File: src/flt_pkg.sv
// Package for the stack-language token lexer.
// Holds scan modes, token kinds, character constants, class functions and queue records.
// No dependencies.
package flt_pkg;

    typedef enum logic [2:0] {
        MODE_IDLE,
        MODE_NUMBER,
        MODE_MINUS,
        MODE_IDENT,
        MODE_STRING,
        MODE_COMMENT,
        MODE_DEAD
    } t_mode;

    typedef enum logic [3:0] {
        KIND_NUMBER   = 4'd0,
        KIND_IDENT    = 4'd1,
        KIND_STRING   = 4'd2,
        KIND_LBRACKET = 4'd3,
        KIND_RBRACKET = 4'd4,
        KIND_COMMENT  = 4'd5,
        KIND_END      = 4'd6,
        KIND_UNTERM   = 4'd7,
        KIND_BAD      = 4'd8
    } t_kind;

    localparam int unsigned OUT_W       = 16;
    localparam int unsigned QUEUE_DEPTH = 4;
    localparam int unsigned QPTR_W      = $clog2(QUEUE_DEPTH);

    localparam logic [7:0] CH_MINUS    = 8'h2D;
    localparam logic [7:0] CH_QUOTE    = 8'h22;
    localparam logic [7:0] CH_LBRACKET = 8'h5B;
    localparam logic [7:0] CH_RBRACKET = 8'h5D;
    localparam logic [7:0] CH_HASH     = 8'h23;
    localparam logic [7:0] CH_NEWLINE  = 8'h0A;

    typedef struct packed {
        t_kind              kind;
        logic [OUT_W-1:0]   start;
        logic [OUT_W-1:0]   len;
    } t_tok;

    // one queue entry: results caused by one input byte
    typedef struct packed {
        logic two;
        t_tok t0;
        t_tok t1;
    } t_entry;

    function automatic logic is_blank(input logic [7:0] c);
        return (c == 8'd32) || (c inside {[8'd9:8'd13]});
    endfunction

    function automatic logic is_digit(input logic [7:0] c);
        return c inside {[8'h30:8'h39]};
    endfunction

    // letters and + - * / % > < =
    function automatic logic is_word(input logic [7:0] c);
        return (c inside {[8'h41:8'h5A], [8'h61:8'h7A]}) ||
               (c inside {8'h2B, 8'h2D, 8'h2A, 8'h2F, 8'h25, 8'h3E, 8'h3C, 8'h3D});
    endfunction

endpackage

File: src/flt_front.sv
// Scanner front end: accepts bytes, tracks the scan mode and offsets,
// and pushes the zero to two tokens each byte closes. Depends on flt_pkg.
module flt_front
    import flt_pkg::*;
#(
    parameter int unsigned OFFSET_BITS = 16
) (
    input  logic   i_clk,
    input  logic   i_rst_n,
    input  logic   i_take,
    input  logic [7:0] i_text_byte,
    input  logic   i_end_of_text,
    output logic   o_push,
    output t_entry o_entry
);

    t_mode                  r_mode, n_mode;
    logic [OFFSET_BITS-1:0] r_start, n_start;
    logic [OFFSET_BITS-1:0] r_pos, n_pos;

    logic [OFFSET_BITS-1:0] pos_inc;
    logic [OFFSET_BITS-1:0] span_pos;
    logic [OFFSET_BITS-1:0] span_inc;

    // token-start logic for a byte seen between tokens
    t_mode                  b_mode;
    logic [OFFSET_BITS-1:0] b_start;
    logic                   b_emit;
    t_tok                   b_tok;

    // token closed by this byte, and the result of starting anew
    logic                   c_emit;
    t_tok                   c_tok;
    logic                   s_emit;
    t_tok                   s_tok;

    assign pos_inc  = r_pos + 1'b1;
    assign span_pos = r_pos - r_start;
    assign span_inc = pos_inc - r_start;

    always_comb begin
        b_mode   = MODE_IDLE;
        b_start  = r_start;
        b_emit   = 1'b0;
        b_tok    = '{kind: KIND_BAD, start: OUT_W'(r_pos), len: OUT_W'(1)};
        if (is_blank(i_text_byte)) begin
            b_mode = MODE_IDLE;
        end else if (is_digit(i_text_byte)) begin
            b_mode  = MODE_NUMBER;
            b_start = r_pos;
        end else if (i_text_byte == CH_MINUS) begin
            b_mode  = MODE_MINUS;
            b_start = r_pos;
        end else if (is_word(i_text_byte)) begin
            b_mode  = MODE_IDENT;
            b_start = r_pos;
        end else if (i_text_byte == CH_QUOTE) begin
            b_mode  = MODE_STRING;
            b_start = pos_inc;
        end else if (i_text_byte == CH_LBRACKET) begin
            b_emit     = 1'b1;
            b_tok.kind = KIND_LBRACKET;
        end else if (i_text_byte == CH_RBRACKET) begin
            b_emit     = 1'b1;
            b_tok.kind = KIND_RBRACKET;
        end else if (i_text_byte == CH_HASH) begin
            b_mode  = MODE_COMMENT;
            b_start = pos_inc;
        end else begin
            b_emit = 1'b1;
            b_mode = MODE_DEAD;
        end
    end

    always_comb begin
        n_mode  = r_mode;
        n_start = r_start;
        n_pos   = pos_inc;
        c_emit  = 1'b0;
        c_tok   = '{kind: KIND_NUMBER, start: OUT_W'(r_start), len: OUT_W'(span_pos)};
        s_emit  = 1'b0;
        s_tok   = b_tok;
        if (i_end_of_text) begin
            n_mode  = MODE_IDLE;
            n_start = '0;
            n_pos   = '0;
            s_emit  = 1'b1;
            s_tok   = '{kind: KIND_END, start: OUT_W'(r_pos), len: '0};
            case (r_mode)
                MODE_NUMBER: begin
                    c_emit = 1'b1;
                end
                MODE_MINUS, MODE_IDENT: begin
                    c_emit     = 1'b1;
                    c_tok.kind = KIND_IDENT;
                end
                MODE_STRING: begin
                    c_emit     = 1'b1;
                    c_tok.kind = KIND_UNTERM;
                end
                MODE_COMMENT: begin
                    c_emit     = 1'b1;
                    c_tok.kind = KIND_COMMENT;
                end
                default: begin
                    c_emit = 1'b0;
                end
            endcase
        end else begin
            case (r_mode)
                MODE_NUMBER: begin
                    if (!is_digit(i_text_byte)) begin
                        c_emit  = 1'b1;
                        s_emit  = b_emit;
                        n_mode  = b_mode;
                        n_start = b_start;
                    end
                end
                MODE_MINUS: begin
                    if (is_digit(i_text_byte)) begin
                        n_mode = MODE_NUMBER;
                    end else if (is_word(i_text_byte)) begin
                        n_mode = MODE_IDENT;
                    end else begin
                        c_emit     = 1'b1;
                        c_tok.kind = KIND_IDENT;
                        s_emit     = b_emit;
                        n_mode     = b_mode;
                        n_start    = b_start;
                    end
                end
                MODE_IDENT: begin
                    if (!is_word(i_text_byte)) begin
                        c_emit     = 1'b1;
                        c_tok.kind = KIND_IDENT;
                        s_emit     = b_emit;
                        n_mode     = b_mode;
                        n_start    = b_start;
                    end
                end
                MODE_STRING: begin
                    if (i_text_byte == CH_QUOTE) begin
                        c_emit     = 1'b1;
                        c_tok.kind = KIND_STRING;
                        n_mode     = MODE_IDLE;
                    end
                end
                MODE_COMMENT: begin
                    if (i_text_byte == CH_NEWLINE) begin
                        c_emit     = 1'b1;
                        c_tok.kind = KIND_COMMENT;
                        c_tok.len  = OUT_W'(span_inc);
                        n_mode     = MODE_IDLE;
                    end
                end
                MODE_DEAD: begin
                    n_mode = MODE_DEAD;
                end
                default: begin
                    s_emit  = b_emit;
                    n_mode  = b_mode;
                    n_start = b_start;
                end
            endcase
        end
    end

    always_comb begin
        o_push        = i_take && (c_emit || s_emit);
        o_entry.two   = c_emit && s_emit;
        o_entry.t0    = c_emit ? c_tok : s_tok;
        o_entry.t1    = s_tok;
    end

    always_ff @(posedge i_clk) begin
        if (!i_rst_n) begin
            r_mode  <= MODE_IDLE;
            r_start <= '0;
            r_pos   <= '0;
        end else if (i_take) begin
            r_mode  <= n_mode;
            r_start <= n_start;
            r_pos   <= n_pos;
        end
    end

endmodule

File: src/flt_queue.sv
// Short register queue of token entries between scanner and output stage.
// Depends on flt_pkg.
module flt_queue
    import flt_pkg::*;
(
    input  logic   i_clk,
    input  logic   i_rst_n,
    input  logic   i_push,
    input  t_entry i_entry,
    input  logic   i_pop,
    output logic   o_full,
    output logic   o_empty,
    output t_entry o_head
);

    t_entry            r_mem [QUEUE_DEPTH];
    logic [QPTR_W-1:0] r_wr, r_rd;
    logic [QPTR_W:0]   r_count, n_count;

    assign o_full  = (r_count == (QPTR_W+1)'(QUEUE_DEPTH));
    assign o_empty = (r_count == '0);
    assign o_head  = r_mem[r_rd];

    always_comb begin
        n_count = r_count;
        if (i_push && !i_pop) begin
            n_count = r_count + 1'b1;
        end else if (!i_push && i_pop) begin
            n_count = r_count - 1'b1;
        end
    end

    always_ff @(posedge i_clk) begin
        if (i_push) begin
            r_mem[r_wr] <= i_entry;
        end
    end

    always_ff @(posedge i_clk) begin
        if (!i_rst_n) begin
            r_wr    <= '0;
            r_rd    <= '0;
            r_count <= '0;
        end else begin
            r_count <= n_count;
            if (i_push) begin
                r_wr <= r_wr + 1'b1;
            end
            if (i_pop) begin
                r_rd <= r_rd + 1'b1;
            end
        end
    end

endmodule

File: src/flt_back.sv
// Output stage: takes queue entries and hands out their tokens one per transfer.
// Depends on flt_pkg.
module flt_back
    import flt_pkg::*;
(
    input  logic             i_clk,
    input  logic             i_rst_n,
    input  logic             i_empty,
    input  t_entry           i_head,
    output logic             o_pop,
    input  logic             i_ready,
    output logic             o_valid,
    output logic [3:0]       o_token_kind,
    output logic [OUT_W-1:0] o_start_offset,
    output logic [OUT_W-1:0] o_token_length,
    output logic             o_last_of_run
);

    t_entry r_ent;
    logic   r_valid;
    logic   r_idx;
    logic   done;
    t_tok   cur;

    assign done  = r_idx || !r_ent.two;
    assign o_pop = !i_empty && (!r_valid || (i_ready && done));

    assign cur            = r_idx ? r_ent.t1 : r_ent.t0;
    assign o_valid        = r_valid;
    assign o_token_kind   = cur.kind;
    assign o_start_offset = cur.start;
    assign o_token_length = cur.len;
    assign o_last_of_run  = done;

    always_ff @(posedge i_clk) begin
        if (o_pop) begin
            r_ent <= i_head;
        end
    end

    always_ff @(posedge i_clk) begin
        if (!i_rst_n) begin
            r_valid <= 1'b0;
            r_idx   <= 1'b0;
        end else if (o_pop) begin
            r_valid <= 1'b1;
            r_idx   <= 1'b0;
        end else if (r_valid && i_ready) begin
            if (done) begin
                r_valid <= 1'b0;
            end else begin
                r_idx <= 1'b1;
            end
        end
    end

endmodule

File: src/forth_token_lexer.sv
// Streaming lexer for a small stack language: takes one text byte (or an end mark) per
// transfer and emits (kind, start offset, length) tokens. The scanner accepts a byte every
// cycle while its four-entry token queue has room; tokens leave at one per cycle while the
// consumer is ready, so a byte that closes two tokens costs two output transfers,
// absorbed by the queue. A closed token passes through the queue and the output register
// before it appears. Offsets count modulo 2^OFFSET_BITS and are reported in 16 bits.
// Top level; depends on flt_pkg, flt_front, flt_queue, flt_back.
module forth_token_lexer
    import flt_pkg::*;
#(
    parameter int unsigned OFFSET_BITS = 16
) (
    input  logic        i_clk,
    input  logic        i_rst_n,
    input  logic        i_valid,
    output logic        o_ready,
    input  logic [7:0]  i_text_byte,
    input  logic        i_end_of_text,
    output logic        o_valid,
    input  logic        i_ready,
    output logic [3:0]  o_token_kind,
    output logic [15:0] o_start_offset,
    output logic [15:0] o_token_length,
    output logic        o_last_of_run
);

    logic   take;
    logic   push;
    t_entry entry;
    logic   pop;
    logic   full;
    logic   empty;
    t_entry head;

    assign o_ready = !full;
    assign take    = i_valid && o_ready;

    flt_front #(
        .OFFSET_BITS (OFFSET_BITS)
    ) u_front (
        .i_clk         (i_clk),
        .i_rst_n       (i_rst_n),
        .i_take        (take),
        .i_text_byte   (i_text_byte),
        .i_end_of_text (i_end_of_text),
        .o_push        (push),
        .o_entry       (entry)
    );

    flt_queue u_queue (
        .i_clk   (i_clk),
        .i_rst_n (i_rst_n),
        .i_push  (push),
        .i_entry (entry),
        .i_pop   (pop),
        .o_full  (full),
        .o_empty (empty),
        .o_head  (head)
    );

    flt_back u_back (
        .i_clk          (i_clk),
        .i_rst_n        (i_rst_n),
        .i_empty        (empty),
        .i_head         (head),
        .o_pop          (pop),
        .i_ready        (i_ready),
        .o_valid        (o_valid),
        .o_token_kind   (o_token_kind),
        .o_start_offset (o_start_offset),
        .o_token_length (o_token_length),
        .o_last_of_run  (o_last_of_run)
    );

endmodule
File: config.mk
export PLATFORM = sky130hd
export DESIGN_NAME = forth_token_lexer
export DESIGN_NICKNAME = d
export VERILOG_FILES = /design/src/flt_pkg.sv /design/src/flt_front.sv /design/src/flt_queue.sv /design/src/flt_back.sv /design/src/forth_token_lexer.sv
export SDC_FILE = /design/constraint.sdc
export NUM_CORES = 1
export LEC_CHECK = 0
export ABC_AREA = 1
export BUFFER_PORTS_ARGS = -buffer_cell sky130_fd_sc_hd__buf_2
export CORE_AREA = 3 3 187 189
export DETAILED_ROUTE_END_ITERATION = 10
export DIE_AREA = 0 0 190 192
export PLACE_DENSITY = 0.65
export REMOVE_ABC_BUFFERS = 1
export SLEW_MARGIN = 15
export SYNTH_ARGS = -nofsm -noshare
export SYNTH_HDL_FRONTEND = slang
export SYNTH_SLANG_ARGS = --single-unit
export TNS_END_PERCENT = 1
File: constraint.sdc
create_clock -name i_clk -period 4.6 [get_ports i_clk]
set_clock_uncertainty 0.05 [all_clocks]
set_input_delay 0.46 -clock i_clk [delete_from_list [all_inputs] [get_ports i_clk]]
set_output_delay 0.46 -clock i_clk [all_outputs]
set_load 0.01 [all_outputs]
==> impl_summary.txt <==
----------------------------------------------------
[Clock network]
  Clock Tree Buf Depth ... 3
  Number of setup buffers added after CTS ... 0
  Clock tree sinks ... ~330
  Reg clk slew, reported paths ... 0.06 ns
  Number of buffers created by CTS ... 35
  CTS tree ... built
  Clock latency on the worst-skew pair ... a little over 0.5 ns
  CTS Hold Bufs ... 0
  Clock Root Buffer ... sky130_fd_sc_hd__clkbuf_16
  # resized after CTS ... 0
  Level count of the clock H-tree ... 2

[Floorplanning]
  X dimension of the die ... approximately 190 um
  Num rows ... 67
  # IOs ... between 50 and 60
  Initial core utilization ... 0.470
  Area of the core ... 33400 um2
  Full die area ... 36500 um2
  Die Ht ... 192 um

[Critical path]
  Critical Path RT ... around 4.9 ns
  Classification of the worst setup path ... reg -> reg
  Crit Path Max Fanout ... 11
  Start of the worst register-to-register path ... u_front.r_pos[1]
  Combined buffer and inverter count along the critical path ... 1
  Number of cells traversed by the worst register-to-register path ... 17
  Crit path capture type ... flop
  End of the worst register-to-register path ... u_queue.r_mem[2][51]
  Crit path launch type ... flop
  Slack of the worst reg-to-reg path ... about 1.2 ns
  Most frequent cell on the critical path ... sky130_fd_sc_hd__nand2_1
  Worst-path cell chain ... ha_1, nand3_1, nor2_1, nand3_1, o21ai_0, o21ai_0, inv_1, ha_1, nand2_1, nand2_1, a21boi_0, o211ai_1, a21oi_1, nand2_1, nand2_1, nor2_1, nor2_1
  Maximum cell stage delay along the critical path ... 0.55 ns
  Arr. time, crit path ... 3.65 ns
  Crit-path slowest cell ... sky130_fd_sc_hd__dfxtp_1
  Dominant delay contributor by cell family on the critical path ... simple AND/OR/NAND/NOR gates

[Min path]
  Hold Crit Depth ... 3
  Classification of the worst-slack hold path ... in -> reg
  Destination of the worst hold path ... u_back.r_idx
  Worst min-delay path startpoint ... i_ready

[Drt]
  Total length of routed wires ... 38500 um
  Avg WL per Cell ... 18.3 um
  Final routed DRC violation total ... 0
  Vias per inst ... 5.44
  Number of DRC violations after detailed-routing iteration 0 ... 957
  Via count ... roughly 11000
  DR pass1 iterations ... 5
  Remaining number of nets flagged by the antenna check after routing ... 0

[Final layout]
  Post-layout utilization of the core ... 0.528
  Number of non-filler instances in the completed layout ... between 2000 and 2500
  Layout fillers ... 2932
  P&R area growth vs syn ... 12.3%
  N_diodes ... 0
  Ratio of cells with drive above 1 in the final layout ... 0.120
  Number of nets in the final layout ... 1685

[Placed design]
  RD Place Congestion ... between 0.9 and 1
  Number of input and output port buffers inserted ... 51
  HPWL after DPL ... 25000 um
  Number of instances in the placed design ... a little over 2000

[Synthesis]
  Synth Cell Area ... 15700 um2
  Most used standard cell by instance count after synthesis ... sky130_fd_sc_hd__nand2_1
  Sequential share of the synthesized area ... 0.610
  Post-synth EDFFs ... 290
  Gate Count Post-Synth ... 1592
  Most used flip-flop cell after synthesis ... sky130_fd_sc_hd__edfxtp_1
  Portion of synthesized cell area occupied by the leading cell type ... 0.554
  Most used standard cells in the synthesized netlist ... sky130_fd_sc_hd__nand2_1, sky130_fd_sc_hd__edfxtp_1, sky130_fd_sc_hd__nor2_1
  Asr flop ratio synth ... 0
  Post-synthesis cell type with the largest combined area ... sky130_fd_sc_hd__edfxtp_1
  Post-synthesis cell type count ... 43
  FF+latch count, synth ... 334
  Mean area per synthesized cell ... 9.88 um2
  Area contributors post-synth ... sky130_fd_sc_hd__edfxtp_1, sky130_fd_sc_hd__nand2_1, sky130_fd_sc_hd__dfxtp_1
  Synthesis warning total ... 0

[Global route]
  Number of global-route vias before repair ... 11020
  Pin count of the biggest net entering global routing ... 95
  Antenna violations before repair ... 0
  Final global-route overflow total ... 0
  Overall Global Routing Usage ... 0.211
  First-pass GRT wire length ... 60600 um

[Job]
  Max Cap Viol ... 0

[Timing]
  Fin. max-slew vios ... 0
  Tmin final ... ~3.4 ns
  Final Hold Vio Count ... 0
  Headroom to the max-slew limit ... 0.197
  Unrepaired setup endpoints after global routing ... no
  Share of the clock period used by the worst path after layout ... 0.736
  Actual slew at the worst max-slew pin ... 1.20 ns
  Max frequency ... 0.295 GHz
  Final count of negative-setup-slack endpoints ... 0

[Status]
  Run status ... finished clean

[Power and ir drop]
  Pwr per Cell Area ... 557 nW/um2
  Static leakage power ... 6.76 nW
  Peak supply drop ... approximately 320 uV

----------------------------------------------------
worst register-to-register path, cell delays in order, from the launching register on:
cell and delay [ns]:
sky130_fd_sc_hd__dfxtp_1 0.55, sky130_fd_sc_hd__ha_1 0.34, sky130_fd_sc_hd__nand3_1 0.17, sky130_fd_sc_hd__nor2_1 0.17
sky130_fd_sc_hd__nand3_1 0.13, sky130_fd_sc_hd__o21ai_0 0.17, sky130_fd_sc_hd__o21ai_0 0.10, sky130_fd_sc_hd__inv_1 0.14
sky130_fd_sc_hd__ha_1 0.29, sky130_fd_sc_hd__nand2_1 0.09, sky130_fd_sc_hd__nand2_1 0.08, sky130_fd_sc_hd__a21boi_0 0.27
sky130_fd_sc_hd__o211ai_1 0.12, sky130_fd_sc_hd__a21oi_1 0.17, sky130_fd_sc_hd__nand2_1 0.08, sky130_fd_sc_hd__nand2_1 0.06
sky130_fd_sc_hd__nor2_1 0.04, sky130_fd_sc_hd__nor2_1 0.21
sequential cells by signal, indices dropped and copies added, names as in the netlist:
name             count
u_back.r_idx         1
u_queue.r_rd         2
u_queue.r_count      3
u_back.r_ent        58
u_queue.r_wr         2
u_back.o_valid       1
u_front.r_pos       16
u_front.r_mode       3
u_queue.r_mem      232
u_front.r_start     16
layout make-up:
cell class | instances | area [um2] | area share
tap | 448 | 561 | 0.0317
clock inverter | 19 | 246 | 0.0140
timing repair buffer | 71 | 430 | 0.0244
sequential | 334 | 9600 | 0.543
clock buffer | 44 | 952 | 0.0539
inverter | 135 | 510 | 0.0289
multi-input combinational | 1056 | 5370 | 0.304
routing by layer:
layer,routed length [um],vias to the layer above,global-route usage
li1,-,5569,-
met4,675,0,0.0540
met3,2140,53,0.0288
met2,18100,323,0.350
met5,0,-,0
met1,17600,5509,0.296
how the worst max path moves through the flow:
stage / startpoint / end / slack (ns) / cells after the start
3_5_place_dp: i_text_byte[0] / u_queue.r_mem[3][67] / 1.08 / 15
4_1_cts: u_front.r_pos[1] / u_queue.r_mem[2][51] / 1.21 / 17
6_report: u_front.r_pos[1] / u_queue.r_mem[2][51] / 1.21 / 17
2_1_floorplan: u_back.r_idx / u_queue.r_count[1] / -0.59 / 12
5_1_grt: u_front.r_pos[1] / u_queue.r_mem[1][51] / 0.68 / 17
3_3_place_gp: i_text_byte[0] / u_queue.r_mem[3][30] / 1.15 / 15
where the power goes:
| part | internal (mW) | leakage (nW) | total (mW) | switching [mW] |
|---|---|---|---|---|
| logic | 0.777 | 3.15 | 2.61 | 1.84 |
| clock network | 1.81 | 0.584 | 2.93 | 1.12 |
| registers | 4.08 | 3.02 | 4.29 | 0.215 |
| total | 6.66 | 6.76 | 9.84 | 3.18 |
cell families (layout without fill, tap and decap cells):
kind of cell	after synthesis	in the layout	synth area share
xor gates and xnor gates	20	20	0.0111
AOI/OAI and AO/OA	360	360	0.127
and+or+nand+nor	637	637	0.168
adders and majority gates	39	39	0.0325
DFF	334	334	0.610
buffers and inverters	202	269	0.0519
layout by cell type (no fill, tap or decap), drive strengths merged, types with 4 or more instances in the layout:
cell type and instances:
nand2 303, edfxtp 290, nor2 241, o21ai 178, inv 133, a21oi 98
buf 71, nand3 65, o22ai 58, dfxtp 44, clkbuf 44, ha 36
xor2 14, clkinv 13, nor3 11, nand4 7, or2 7, xnor2 6
bufinv 6, a21o 5, o211ai 4, a21boi 4, o21bai 4
per-stage QoR:
step	hold WS, ns	setup TNS, ns	instance area, um2	power, mW	setup slack, ns
2_1_floorplan	0.402	-1.41	15400	6.00	-0.592
3_5_place_dp	0.422	0	16500	6.99	1.08
5_1_grt	0.201	0	17700	10.4	0.676
4_1_cts	0.178	0	17700	9.92	1.21
6_report	0.191	0	17700	9.84	1.21
3_3_place_gp	0.416	0	16500	6.94	1.15
Note: power is estimated with default switching activity, not from simulation.
